===== src/rtl/core/hkr_pkg.sv =====
package hkr_pkg;

  localparam int unsigned STEP_W = 10;
  localparam int unsigned MODE_W = 3;
  localparam int unsigned TIME_W = 32;
  localparam int unsigned FULL_W = 4;
  localparam int unsigned PART_W = 8;

  localparam int unsigned STEP_LIMIT   = 1023;
  localparam int unsigned RAMP_FULL_US = 2000000;
  localparam int unsigned RAMP_STEP_US = 200000;
  localparam int unsigned BAR_SEGS     = 11;
  localparam int unsigned FIX_BITS     = 16;
  localparam int unsigned PART_BITS    = 8;

  // partial-fill divider and ramp product geometry
  localparam int unsigned QUO_W      = 10;
  localparam int unsigned DIVISOR_W  = 21;
  localparam int unsigned DIVIDEND_W = 31;
  localparam int unsigned CNT_W      = $clog2(QUO_W);

  // elapsed*max / 2000000 as ((x >> 7) * ceil(2^38 / 15625)) >> 38, exact below 2^31
  localparam int unsigned HI_PRE    = 7;
  localparam int unsigned HI_SHIFT  = 38;
  localparam int unsigned RECIP_W   = 25;
  localparam int unsigned HI_FULL_W = DIVIDEND_W - HI_PRE + RECIP_W;
  localparam logic [RECIP_W-1:0] HI_RECIP = RECIP_W'(17592187);

  // bar scan arithmetic
  localparam int unsigned ROW_W  = 5;
  localparam int unsigned PROD_W = 15;
  localparam int unsigned BND_W  = 12;
  localparam int unsigned DIV10_MUL = 52429;

  localparam logic [STEP_W-1:0] MAX_CAP =
      (STEP_LIMIT > (1 << STEP_W) - 1) ? {STEP_W{1'b1}} : STEP_W'(STEP_LIMIT);

  typedef enum logic [MODE_W-1:0] {
    MODE_UPDATE = 3'd0,
    MODE_UP     = 3'd1,
    MODE_DOWN   = 3'd2,
    MODE_STOP   = 3'd3,
    MODE_LOAD   = 3'd4
  } mode_t;

  typedef enum logic [1:0] {
    DIR_NONE = 2'd0,
    DIR_UP   = 2'd1,
    DIR_DOWN = 2'd2
  } dir_t;

  typedef enum logic [3:0] {
    ST_IDLE,
    ST_ELAPSED,
    ST_MUL,
    ST_DIV_HI,
    ST_APPLY,
    ST_BAR_INIT,
    ST_BAR_SCAN,
    ST_PART_START,
    ST_DIV_PART,
    ST_SET_PART,
    ST_FINISH
  } state_t;

  typedef struct packed {
    logic accept;
    logic calc_elapsed;
    logic mul_hi;
    logic div_hi;
    logic apply;
    logic bar_init;
    logic bar_scan;
    logic start_part;
    logic set_part;
    logic load_out;
  } cmd_t;

  typedef struct packed {
    logic need_ramp;
    logic mx_zero;
    logic bar_done;
    logic need_part;
    logic div_done;
  } stat_t;

  function automatic logic [STEP_W-1:0] eff_max(input logic [STEP_W-1:0] m);
    return (m > MAX_CAP) ? MAX_CAP : m;
  endfunction

  // number of whole ramp steps elapsed, valid below the full ramp time
  function automatic logic [3:0] lo_steps(input logic [DIVISOR_W-1:0] d);
    logic [3:0] n;
    n = '0;
    for (int k = 1; k < 10; k++) begin
      if (d >= DIVISOR_W'(k * RAMP_STEP_US)) n = n + 4'd1;
    end
    return n;
  endfunction

  // x / 10 by reciprocal multiply, exact below 2^16
  function automatic logic [BND_W-2:0] div10(input logic [PROD_W-2:0] x);
    logic [29:0] p;
    p = 30'(x) * 30'(DIV10_MUL);
    return p[29:19];
  endfunction

endpackage


===== src/rtl/core/hkr_div.sv =====
module hkr_div (
  input  logic                            clk,
  input  logic                            rst,
  input  logic                            start,
  input  logic [hkr_pkg::DIVIDEND_W-1:0]  dividend,
  input  logic [hkr_pkg::DIVISOR_W-1:0]   divisor,
  output logic [hkr_pkg::QUO_W-1:0]       quotient,
  output logic                            done
);
  import hkr_pkg::*;

  logic [DIVIDEND_W-1:0] rem;
  logic [DIVIDEND_W-1:0] dsh;
  logic [QUO_W-1:0]      quo;
  logic [CNT_W-1:0]      cnt;
  logic                  busy;
  logic                  ge;

  assign ge = (rem >= dsh);
  assign quotient = quo;

  always_ff @(posedge clk) begin
    if (rst) begin
      busy <= 1'b0;
      done <= 1'b0;
      cnt  <= '0;
    end else begin
      done <= 1'b0;
      if (start) begin
        busy <= 1'b1;
        cnt  <= CNT_W'(QUO_W - 1);
      end else if (busy) begin
        if (cnt == '0) begin
          busy <= 1'b0;
          done <= 1'b1;
        end else begin
          cnt <= cnt - 1'b1;
        end
      end
    end
  end

  // restoring division, one quotient bit per cycle
  always_ff @(posedge clk) begin
    if (start) begin
      rem <= dividend;
      dsh <= DIVIDEND_W'(divisor) << (QUO_W - 1);
      quo <= '0;
    end else if (busy) begin
      if (ge) rem <= rem - dsh;
      quo <= {quo[QUO_W-2:0], ge};
      dsh <= dsh >> 1;
    end
  end

endmodule


===== src/rtl/core/hkr_ctrl.sv =====
module hkr_ctrl (
  input  logic           clk,
  input  logic           rst,
  input  logic           in_valid,
  output logic           in_ready,
  output logic           out_valid,
  input  logic           out_ready,
  input  hkr_pkg::stat_t stat,
  output hkr_pkg::cmd_t  cmd
);
  import hkr_pkg::*;

  state_t state;
  state_t state_next;
  logic   out_free;

  assign out_free = !out_valid || out_ready;

  always_ff @(posedge clk) begin
    if (rst) begin
      state     <= ST_IDLE;
      out_valid <= 1'b0;
    end else begin
      state <= state_next;
      if (cmd.load_out) out_valid <= 1'b1;
      else if (out_ready) out_valid <= 1'b0;
    end
  end

  always_comb begin
    state_next = state;
    case (state)
      ST_IDLE:       if (in_valid) state_next = ST_ELAPSED;
      ST_ELAPSED:    state_next = stat.need_ramp ? ST_MUL : ST_BAR_INIT;
      ST_MUL:        state_next = ST_DIV_HI;
      ST_DIV_HI:     state_next = ST_APPLY;
      ST_APPLY:      state_next = ST_BAR_INIT;
      ST_BAR_INIT:   state_next = stat.mx_zero ? ST_FINISH : ST_BAR_SCAN;
      ST_BAR_SCAN:   if (stat.bar_done) state_next = ST_PART_START;
      ST_PART_START: state_next = stat.need_part ? ST_DIV_PART : ST_FINISH;
      ST_DIV_PART:   if (stat.div_done) state_next = ST_SET_PART;
      ST_SET_PART:   state_next = ST_FINISH;
      ST_FINISH:     if (out_free) state_next = ST_IDLE;
      default:       state_next = ST_IDLE;
    endcase
  end

  always_comb begin
    cmd      = '0;
    in_ready = 1'b0;
    case (state)
      ST_IDLE: begin
        in_ready   = 1'b1;
        cmd.accept = in_valid;
      end
      ST_ELAPSED:    cmd.calc_elapsed = 1'b1;
      ST_MUL:        cmd.mul_hi = 1'b1;
      ST_DIV_HI:     cmd.div_hi = 1'b1;
      ST_APPLY:      cmd.apply = 1'b1;
      ST_BAR_INIT:   cmd.bar_init = 1'b1;
      ST_BAR_SCAN:   cmd.bar_scan = 1'b1;
      ST_PART_START: cmd.start_part = stat.need_part;
      ST_SET_PART:   cmd.set_part = 1'b1;
      ST_FINISH:     cmd.load_out = out_free;
      default: begin
      end
    endcase
  end

endmodule


===== src/rtl/core/hkr_datapath.sv =====
module hkr_datapath (
  input  logic                        clk,
  input  logic                        rst,
  input  hkr_pkg::cmd_t               cmd,
  output hkr_pkg::stat_t              stat,
  input  logic [hkr_pkg::MODE_W-1:0]  mode,
  input  logic [hkr_pkg::TIME_W-1:0]  now_us,
  input  logic [hkr_pkg::STEP_W-1:0]  new_step,
  input  logic                        cfg_wr_en,
  input  logic [hkr_pkg::STEP_W-1:0]  cfg_wr_data,
  output logic [hkr_pkg::STEP_W-1:0]  current_step,
  output logic                        changed,
  output logic                        zooming,
  output logic                        enabled,
  output logic [hkr_pkg::FULL_W-1:0]  bar_full,
  output logic [hkr_pkg::PART_W-1:0]  bar_partial
);
  import hkr_pkg::*;

  // architectural state
  logic [STEP_W-1:0] max_steps;
  logic [STEP_W-1:0] step;
  dir_t              dir;
  logic [STEP_W-1:0] base;
  logic [TIME_W-1:0] start_time;

  // per-request working registers
  mode_t             mode_r;
  logic [TIME_W-1:0] now_r;
  logic [STEP_W-1:0] old_step;
  logic              chg;
  logic [TIME_W-1:0] elapsed;
  logic [3:0]        lo;
  logic [DIVIDEND_W-1:0] ramp_prod;
  logic [QUO_W-1:0]      hi_q;

  // bar scan registers
  logic signed [ROW_W-1:0]  row_k;
  logic signed [PROD_W-1:0] prod;
  logic signed [BND_W-1:0]  b0;
  logic signed [BND_W-1:0]  b1;
  logic [FULL_W-1:0]        full_r;
  logic [PART_W-1:0]        part_r;
  logic [STEP_W-1:0]        dsteps;
  logic signed [BND_W-1:0]  dmax;

  logic [STEP_W-1:0]     mx;
  logic [STEP_W-1:0]     step_up;
  logic [STEP_W-1:0]     step_dn;
  logic [STEP_W-1:0]     new_clamped;
  logic [STEP_W-1:0]     cfg_mx;
  logic [STEP_W-1:0]     delta;
  logic signed [11:0]    ramp_sum;
  logic [STEP_W-1:0]     step_apply;
  logic                  stop_apply;
  logic [HI_FULL_W-1:0]  hi_full;
  logic [PROD_W-2:0]     prod_mag;
  logic [BND_W-2:0]      bnd_mag;
  logic signed [BND_W-1:0] bk;
  logic signed [BND_W-1:0] cur_s;
  logic                  row_check;
  logic                  hit;

  logic                  div_start;
  logic [DIVIDEND_W-1:0] div_dividend;
  logic [DIVISOR_W-1:0]  div_divisor;
  logic [QUO_W-1:0]      div_quo;
  logic                  div_done;

  assign mx          = eff_max(max_steps);
  assign cfg_mx      = eff_max(cfg_wr_data);
  assign step_up     = (step >= mx) ? mx : step + 1'b1;
  assign step_dn     = (step == '0) ? '0 : step - 1'b1;
  assign new_clamped = (new_step > mx) ? mx : new_step;

  // elapsed*max / 2000000 by reciprocal multiply
  assign hi_full = HI_FULL_W'(ramp_prod[DIVIDEND_W-1:HI_PRE]) * HI_FULL_W'(HI_RECIP);

  // ramp update from elapsed time, base and the larger of the two step counts
  assign delta    = (STEP_W'(lo) > hi_q) ? STEP_W'(lo) : hi_q;
  assign ramp_sum = (dir == DIR_UP) ? $signed({2'b00, base}) + $signed({2'b00, delta})
                                    : $signed({2'b00, base}) - $signed({2'b00, delta});

  always_comb begin
    step_apply = step;
    stop_apply = 1'b0;
    if ($signed(elapsed) >= $signed(TIME_W'(RAMP_FULL_US))) begin
      step_apply = (dir == DIR_UP) ? mx : '0;
      stop_apply = 1'b1;
    end else if (elapsed[TIME_W-1]) begin
      stop_apply = 1'b1;
    end else if (ramp_sum < 0) begin
      step_apply = '0;
      stop_apply = 1'b1;
    end else if (ramp_sum > $signed({2'b00, mx})) begin
      step_apply = mx;
      stop_apply = 1'b1;
    end else begin
      step_apply = ramp_sum[STEP_W-1:0];
    end
  end

  // segment boundary mx*k/10, truncated toward zero for the negative row
  assign prod_mag = prod[PROD_W-1] ? (PROD_W-1)'(-prod) : prod[PROD_W-2:0];
  assign bnd_mag  = div10(prod_mag);
  assign bk       = prod[PROD_W-1] ? -$signed({1'b0, bnd_mag}) : $signed({1'b0, bnd_mag});
  assign cur_s    = $signed({{(BND_W-STEP_W){1'b0}}, step});
  assign row_check = (row_k <= $signed(ROW_W'(BAR_SEGS - 2)));
  assign hit       = row_check && (cur_s >= b0) && (bk != b0);

  assign stat.need_ramp = (mode_r == MODE_UPDATE || mode_r == MODE_UP || mode_r == MODE_DOWN)
                          && (dir != DIR_NONE);
  assign stat.mx_zero   = (mx == '0);
  assign stat.bar_done  = hit || (row_k == -$signed(ROW_W'(1)));
  assign stat.need_part = (dsteps != '0) && (dmax > 0);
  assign stat.div_done  = div_done;

  assign div_start    = cmd.start_part;
  assign div_dividend = DIVIDEND_W'(dsteps) << PART_BITS;
  assign div_divisor  = DIVISOR_W'(dmax[BND_W-2:0]);

  hkr_div u_div (
    .clk      (clk),
    .rst      (rst),
    .start    (div_start),
    .dividend (div_dividend),
    .divisor  (div_divisor),
    .quotient (div_quo),
    .done     (div_done)
  );

  always_ff @(posedge clk) begin
    if (rst) begin
      max_steps  <= '0;
      step       <= '0;
      dir        <= DIR_NONE;
      base       <= '0;
      start_time <= '0;
    end else begin
      if (cfg_wr_en) begin
        max_steps <= cfg_wr_data;
        if (step > cfg_mx) step <= cfg_mx;
      end else if (cmd.accept) begin
        case (mode_t'(mode))
          MODE_UP: begin
            dir        <= DIR_UP;
            base       <= step_up;
            start_time <= now_us;
          end
          MODE_DOWN: begin
            dir        <= DIR_DOWN;
            base       <= step_dn;
            start_time <= now_us;
          end
          MODE_STOP: dir <= DIR_NONE;
          MODE_LOAD: step <= new_clamped;
          default: begin
          end
        endcase
      end else if (cmd.apply) begin
        step <= step_apply;
        if (stop_apply) dir <= DIR_NONE;
      end
    end
  end

  always_ff @(posedge clk) begin
    if (cmd.accept) begin
      mode_r   <= mode_t'(mode);
      now_r    <= now_us;
      old_step <= step;
      chg      <= 1'b0;
    end
    if (cmd.calc_elapsed) elapsed <= now_r - start_time;
    if (cmd.mul_hi) begin
      lo        <= lo_steps(elapsed[DIVISOR_W-1:0]);
      ramp_prod <= DIVIDEND_W'(elapsed[DIVISOR_W-1:0]) * DIVIDEND_W'(mx);
    end
    if (cmd.div_hi) hi_q <= hi_full[HI_SHIFT +: QUO_W];
    if (cmd.apply) chg <= (step_apply != old_step);

    if (cmd.bar_init) begin
      row_k  <= ROW_W'(BAR_SEGS);
      prod   <= $signed(PROD_W'(mx) * PROD_W'(BAR_SEGS));
      full_r <= FULL_W'(1);
      part_r <= '0;
      dsteps <= '0;
      dmax   <= '0;
    end else if (cmd.bar_scan) begin
      b1    <= b0;
      b0    <= bk;
      prod  <= prod - $signed(PROD_W'(mx));
      row_k <= row_k - ROW_W'(1);
      if (hit) begin
        full_r <= FULL_W'(row_k + ROW_W'(2));
        dsteps <= STEP_W'(cur_s - b0);
        dmax   <= b1 - b0;
      end
    end
    if (cmd.set_part) part_r <= div_quo[PART_W-1:0];

    if (cmd.load_out) begin
      current_step <= step;
      changed      <= chg;
      zooming      <= (dir != DIR_NONE);
      enabled      <= (mx != '0);
      bar_full     <= full_r;
      bar_partial  <= part_r;
    end
  end

endmodule


===== src/rtl/core/hold_key_ramp_with_bar_level.sv =====
// a request is accepted in idle, then the elapsed time is taken; a running ramp adds the
// multiply, divide and apply steps, then the bar scan runs unless max_steps is zero, and a
// partial fill adds the divider; the result loads once the output register is free
// throughput: one request at a time, the next accepted the cycle after the result loads
// reset: synchronous active-high rst clears max_steps, the step, the ramp state and the
// handshake; results report enabled low until max_steps is written with a nonzero value
module hold_key_ramp_with_bar_level (
  input  logic                        clk,
  input  logic                        rst,
  input  logic                        in_valid,
  output logic                        in_ready,
  input  logic [hkr_pkg::MODE_W-1:0]  mode,
  input  logic [hkr_pkg::TIME_W-1:0]  now_us,
  input  logic [hkr_pkg::STEP_W-1:0]  new_step,
  output logic                        out_valid,
  input  logic                        out_ready,
  output logic [hkr_pkg::STEP_W-1:0]  current_step,
  output logic                        changed,
  output logic                        zooming,
  output logic                        enabled,
  output logic [hkr_pkg::FULL_W-1:0]  bar_full,
  output logic [hkr_pkg::PART_W-1:0]  bar_partial,
  input  logic                        cfg_wr_en,
  input  logic [hkr_pkg::STEP_W-1:0]  cfg_wr_data
);
  import hkr_pkg::*;

  cmd_t  cmd;
  stat_t stat;

  hkr_ctrl u_ctrl (
    .clk       (clk),
    .rst       (rst),
    .in_valid  (in_valid),
    .in_ready  (in_ready),
    .out_valid (out_valid),
    .out_ready (out_ready),
    .stat      (stat),
    .cmd       (cmd)
  );

  hkr_datapath u_datapath (
    .clk          (clk),
    .rst          (rst),
    .cmd          (cmd),
    .stat         (stat),
    .mode         (mode),
    .now_us       (now_us),
    .new_step     (new_step),
    .cfg_wr_en    (cfg_wr_en),
    .cfg_wr_data  (cfg_wr_data),
    .current_step (current_step),
    .changed      (changed),
    .zooming      (zooming),
    .enabled      (enabled),
    .bar_full     (bar_full),
    .bar_partial  (bar_partial)
  );

endmodule


===== config.mk =====
export PLATFORM = sky130hd
export DESIGN_NAME = hold_key_ramp_with_bar_level
export DESIGN_NICKNAME = d
export VERILOG_FILES = /design/src/rtl/core/hkr_pkg.sv /design/src/rtl/core/hkr_div.sv /design/src/rtl/core/hkr_ctrl.sv /design/src/rtl/core/hkr_datapath.sv /design/src/rtl/core/hold_key_ramp_with_bar_level.sv
export SDC_FILE = /design/constraint.sdc
export NUM_CORES = 2
export LEC_CHECK = 0
export BUFFER_PORTS_ARGS = -buffer_cell sky130_fd_sc_hd__buf_2
export CORE_MARGIN = 3
export CORE_UTILIZATION = 50
export DETAILED_ROUTE_END_ITERATION = 16
export PLACE_DENSITY = 0.64
export SYNTH_ARGS = -nofsm -noshare
export SYNTH_HDL_FRONTEND = slang
export SYNTH_SLANG_ARGS = --single-unit

===== constraint.sdc =====
create_clock -name clk -period 22.6 [get_ports clk]
set_clock_uncertainty 0.05 [all_clocks]
set_input_delay 4.52 -clock clk [delete_from_list [all_inputs] [get_ports clk]]
set_output_delay 4.52 -clock clk [all_outputs]
set_load 0.005 [all_outputs]

After elaboration in Yosys (flattened, before gate mapping)
Index checks and enable logic that the tools add are counted. W data, S select, Z words.

Logic and storage cells: 243. Output and inout bits: 27. Flip-flop bits (word level): 360. Input bits: 60.

$lt $le $gt $ge: 22. Add/subtract/negate cells: 22. Equality and inequality tests: 28. Multiply operators: 4. Multiplexer cells: 84. Reductions and logical operators: 40. Bitwise gates (word level): 4.

Operator list (number): $mux W10 (16); $mux W4 (24); $ge A21 B21 Y1 const B (4); $ge A21 B20 Y1 const B (3); $mux W18 (3); $mul A24 B25 Y48 const B (1); $pmux W4 S11 (1); $mux W14 (3); $mux W20 (2); $add A4 B1 Y4 const B (8); $ge A32 B22 Y1 const B (1); $sub A32 B32 Y32 (1); $ge A31 B20 Y1 (1); $mul A21 B10 Y31 (1); $sub A31 B20 Y31 (1); $mul A14 B16 Y30 const B (1); $mux W1 (24); $mux W12 (2); $ge A21 B18 Y1 const B (1); $ge A21 B19 Y1 const B (1); $gt A10 B10 Y1 (2); $gt A10 B10 Y1 const B (2); $logic_not A10 Y1 (2); $pmux W10 S2 (1); 53 further kinds (98).

Logic depth before layout (Yosys ltp)
Depth in word-level cells: 26. Mapped depth: 38.

Hierarchy
A second synthesis with hierarchy kept.

Cell total of the unflattened synthesis: 4520. Area, all modules: 42687.2 um^2.

Modules (own cells, without submodules): hkr_datapath (times used 1, cells an instance 3930, area an instance 37373.3 um^2, sequential area each 7537.2 um^2); hkr_div (times used 1, cells an instance 539, area an instance 4897.2 um^2, sequential area each 2062.0 um^2); hkr_ctrl (times used 1, cells an instance 51, area an instance 416.6 um^2, sequential area each 100.1 um^2).

Worst setup path after synthesis
No wires, ideal clock.

Kind: reg2reg. From: reg u_datapath.prod[0]. To: reg u_datapath.full_r[3]. Buffers on the path: 3. Data required time: 22471 ps. Data arrival time: 8570 ps. Cell stages (with the launch flop): 33. Setup slack: 13901 ps. Period minus slack after synthesis: 8699 ps. Cell sequence: edfxtp_1 -> inv_1 -> ha_1 -> nand3_1 -> o31a_1 -> xnor2_1 -> xor2_1 -> fa_1 -> inv_1 -> fa_1 -> fa_1 -> inv_1 -> fa_1 -> inv_1 -> fa_1 -> inv_1 -> ha_1 -> and4_1 -> o2111a_1 -> and3_1 -> a311o_2 -> o211a_1 -> or4_4 -> and2_4 -> nand4_1 -> o221ai_1 -> or4_1 -> or3_1 -> buf_2 -> and2_4 -> buf_6 -> buf_6 -> a211oi_2.

Word-level cells in the longest chain between the ends: 8.

RTL lines: start: declaration (RTL line hkr_datapath.sv:39) `logic signed [PROD_W-1:0] prod;`; start signal: assignment (RTL line hkr_datapath.sv:184) `prod <= $signed(PROD_W'(mx) * PROD_W'(BAR_SEGS));`; start signal: assignment (RTL line hkr_datapath.sv:192) `prod <= prod - $signed(PROD_W'(mx));`; $neg A14 Y14 (RTL line hkr_datapath.sv:104) `assign prod_mag = prod[PROD_W-1] ? (PROD_W-1)'(-prod) : prod[PROD_W-2:0];`; $mux W14 * (RTL line hkr_datapath.sv:104); $mul A14 B16 Y30 * (RTL line hkr_pkg.sv:104) `p = 30'(x) * 30'(DIV10_MUL);`; $neg A11 Y12 (RTL line hkr_datapath.sv:106) `assign bk = prod[PROD_W-1] ? -$signed({1'b0, bnd_mag}) : $signed({1'b0, bnd_mag});`; $mux W12 * (RTL line hkr_datapath.sv:106); $ne A12 B12 Y1 * (RTL line hkr_datapath.sv:109) `assign hit = row_check && (cur_s >= b0) && (bk != b0);`; $logic_and A1 B1 Y1 * (RTL line hkr_datapath.sv:109); $reduce_and A2 Y1 (no source line) *; end signal: assignment (RTL line hkr_datapath.sv:195) `full_r <= FULL_W'(row_k + ROW_W'(2));`; end: declaration (RTL line hkr_datapath.sv:42) `logic [FULL_W-1:0] full_r;`.

Every way passes the cells marked *; elsewhere a longest branch is shown, timed or not. A chain may end at the register's enable or synchronous reset.

Worst setup path after layout
From: reg u_datapath.prod[0]. To: reg u_ctrl.state[1].

Word-level cells in the longest chain between the ends: 10.

RTL lines: $neg A14 Y14 (RTL line hkr_datapath.sv:104); $mux W14 * (RTL line hkr_datapath.sv:104); $mul A14 B16 Y30 * (RTL line hkr_pkg.sv:104); $neg A11 Y12 (RTL line hkr_datapath.sv:106); $mux W12 * (RTL line hkr_datapath.sv:106); via u_datapath.bk[0] (RTL line hkr_datapath.sv:59) `logic signed [BND_W-1:0] bk;`; $ne A12 B12 Y1 * (RTL line hkr_datapath.sv:109); $logic_and A1 B1 Y1 * (RTL line hkr_datapath.sv:109); $logic_or A1 B1 Y1 * (RTL line hkr_datapath.sv:114) `assign stat.bar_done = hit || (row_k == -$signed(ROW_W'(1)));`; $ne A2 B2 Y1 (no source line) *; $reduce_and A4 Y1 (no source line) *; end signal: assignment (RTL line hkr_ctrl.sv:24) `state <= state_next;`; end: declaration (RTL line hkr_ctrl.sv:13) `state_t state;`.

The timed path passes the listed nets; every way through them passes the cells marked *.

==> out/qor.yml <==
run:
  cap_violations: 0
setup_path:
  max_stage_delay_ns: 0.59
  cp.arrival_ns: 10.18
  crit_top_cell: "inv_1"
  cp.buffers_inverters: 8
  crit_path_max_fanout: 27
  cp-end-kind: "flip-flop"
  cp.required_ns: 22.99
  critPathKind: "reg -> reg"
  slowest_stage: "fa_1"
  crit_family: "adder cells"
  cp-start-kind: "flip-flop"
clocking:
  cts_buffers: 42
  h-tree-depth: 2
  cts_resized: 0
  clock_latency_ns: 0.58
  ctsHoldBuffers: 0
  cts_buffer_depth: 3
  cts_tree: "yes"
  root_buffer: "clkbuf_16"
  cts.reportedPaths.clkPinSlew_ns: 0.06
  cts.sinks: 353
  cts_setup_buffers: 0
die:
  rows: 104
  core_area_sq_um: 80500
  io_pins: 87
  initial_core_util_pct: 50.6
  die_h_um: 291
  fp.dieArea_sq_um: 84900
  die_x_um: 291
power:
  finalPower_w: 0.00491
  pwr-share-clk_pct: 14.3
  powerDensity_nw_per_um2: 113
  intPower_w: 0.00264
  ir_worst_vdd_mv: 0.120
  switchingPower_w: 0.00227
  swShare_pct: 46.2
  p_comb_share_pct: 68.6
  leakagePower_nw: 20.4
  seqPwrFrac_pct: 17.1
timing:
  rsz0062_at_grt: "false"
  slew_violations: 0
  relSlewSlack_pct: 23.3
  setup_tns_ns: 0
  worst_slew_pin_slew_ns: 1.14
  finalCritPeriodShare_pct: 43.3
  hold_viol_final: 0
  fin_ws_ns: 12.81
  final.min_clock_period_ns: 9.79
  setup_viol_count_final: 0
  max_freq_mhz: 102
routing:
  drtIter0Drc: 2060
  wirelength_mm: 97.1
  drt_pass1_iterations: 6
  detail-route-antenna-nets: 0
  wl_per_cell_um: 18.0
  drt-met1-wl_mm: 45.3
  vias_per_cell: 5.51
  routed-wl-met3_mm: 5.74
  wl_met2_mm: 44.0
  via_count: 29775
  drc: 0
  highest-signal-layer: "met5"
logic_synthesis:
  netlist_instances: 4310
  synth-edff-count: 208
  ys_seq_area_share_pct: 22.5
  yosysWarnings: 0
  async_flop_share_pct: 0
  syn_nets: 5377
  synth_area_leaders: "fa_1 (21%), ha_1 (18%), edfxtp_1 (15%)"
  syn-cell-area_sq_um: 40700
  synth_top_area_share_pct: 21.3
  synth_top_area_cell: "fa_1"
  postSynthAreaPerCell_sq_um: 9.45
  synth_flop_cell: "edfxtp_1"
  ys_ff_latch: 353
  yosys.cell_types.count: 93
finish:
  nets: 5371
  area_growth_pct: 6.97
  n_fill_cell: 7295
  post_route_cells_drive_above_1_share_pct: 5.79
placement:
  dp_hpwl_mm: 77.4
  port_buffers: 86
  gp_congestion: 0.919
  pre_cts_ws_ns: 12.89
hold_path:
  hold_path.class: "reg -> reg"
global_route:
  grt_pass1_wl_mm: 159
  grt_overflow: 0
  antenna_found_initial: 11
  grt_usage_pct: 23.1
  grt_pass1_vias: 29920
  grt_start_max_net_pins: 81
outcome:
  status: "finished clean"
[state kept, by name, indices dropped and copies added (netlist names), 5 cells and up]
register / count
u_datapath.b0: 12
u_datapath.b1: 12
u_datapath.bar_partial: 8
u_datapath.base: 10
u_datapath.current_step: 10
u_datapath.dmax: 12
u_datapath.dsteps: 10
u_datapath.elapsed: 32
u_datapath.hi_q: 10
u_datapath.max_steps: 10
u_datapath.now_r: 32
u_datapath.old_step: 10
u_datapath.part_r: 8
u_datapath.prod: 15
u_datapath.ramp_prod: 24
u_datapath.row_k: 5
u_datapath.start_time: 32
u_datapath.step: 10
u_datapath.u_div.dsh: 20
u_datapath.u_div.quotient: 8
u_datapath.u_div.rem: 31
[path summary, 6_finish.rpt]
kind	start	endpoint	slack, ns	cells after the start
setup / recovery	u_datapath.prod[0]$_DFFE_PP_	u_ctrl.state[1]$_SDFFE_PP0P_	12.81	34
hold / removal	u_datapath.part_r[2]$_SDFFCE_PP0P_	u_datapath.bar_partial[2]$_DFFE_PP_	0.37	0
setup reg to reg	u_datapath.prod[0]$_DFFE_PP_	u_ctrl.state[1]$_SDFFE_PP0P_	12.81	34
hold reg to reg	u_datapath.part_r[2]$_SDFFCE_PP0P_	u_datapath.bar_partial[2]$_DFFE_PP_	0.37	0
[cell usage in the layout, fill, tap and decap left out, drive strengths merged, types with 37 or more instances in the layout]
cell type	n
nor3	69
a21oi	208
fa	434
buf	118
a21o	86
o21ai	148
nand3	80
nor2	207
nand2	399
o31ai	38
and2	102
edfxtp	208
xor2	70
xnor2	130
nand2b	37
dfxtp	145
ha	573
nand4	44
mux2i	47
clkbuf	61
inv	700
[power by group through the flow]
| stage | logic, W | clock network [W] | registers, W |
|---|---|---|---|
| 2_1_floorplan | 0.00260 | 0 | 0.000805 |
| 3_3_place_gp | 0.00332 | 0 | 0.000852 |
| 3_5_place_dp | 0.00337 | 0 | 0.000853 |
| 4_1_cts | 0.00340 | 0.000719 | 0.000839 |
| 5_1_grt | 0.00392 | 0.000744 | 0.000847 |
| 6_report | 0.00336 | 0.000701 | 0.000841 |
[cell type report]
type,instances,area (sq um),share of cell area [%]
multi-input cells,3093,28400,65.1
clock buffers,61,1240,2.85
clock inverters,17,199,0.457
diodes,6,15.0,0.0345
repair buffers,118,671,1.54
inverters,696,2610,6.00
well taps,1060,1330,3.04
flip-flops and latches,353,9150,21.0
[worst reg2reg max path, delay by kind of cell (launching register included)]
| family | cells | cell delay [ns] |
|---|---|---|
| compound gates | 5 | 1.10 |
| xor+xnor | 5 | 1.31 |
| simple gates | 7 | 1.76 |
| fa+ha+maj | 8 | 3.49 |
| mux | 1 | 0.35 |
| buf+inv | 8 | 1.02 |
| flops | 1 | 0.57 |
[routing by layer]
| metal | vias to the layer above | global-route usage [%] |
|---|---|---|
| met5 | - | 0 |
| met4 | 8 | 5.38 |
| met3 | 133 | 3.50 |
| met2 | 709 | 36.9 |
| met1 | 14494 | 33.2 |
| li1 | 14431 | - |
[through the flow]
step	instances	hold WS [ns]	cell area [sq um]	util [%]
after floorplan	4310	0.350	40700	-
after global placement	5320	0.355	42100	52.3
after detailed placement	5320	0.355	42100	52.3
after CTS	5398	0.368	43600	54.1
after global routing	5402	0.375	43600	54.1
final	5404	0.367	43600	54.1
[synthesized netlist by cell type (29+ instances only)]
cell type / n
clkbuf_1: 151
o31ai_1: 35
xor2_1: 70
edfxtp_1: 208
nor2b_1: 36
o21a_1: 29
dfxtp_1: 145
a21oi_1: 207
fa_1: 434
ha_1: 573
mux2i_1: 47
and2_1: 100
a21o_1: 86
o21ai_0: 124
xnor2_1: 129
nand3_1: 80
nand2b_1: 37
nor3_1: 69
nor2_1: 207
nand4_1: 44
nand2_1: 399
inv_1: 694
[cell families (layout without fill, tap and decap cells)]
logic type / after synthesis / in the layout / synth area share, %
compound gates: 725 / 725 / 11.7
xor+xnor: 203 / 203 / 4.49
fa+ha+maj: 1007 / 1007 / 38.9
buf+inv: 864 / 892 / 8.03
flops: 353 / 353 / 22.5
mux: 59 / 59 / 1.49
other cells: 0 / 6 / 0
simple gates: 1099 / 1099 / 12.9
(Power assumes the default switching activity.)
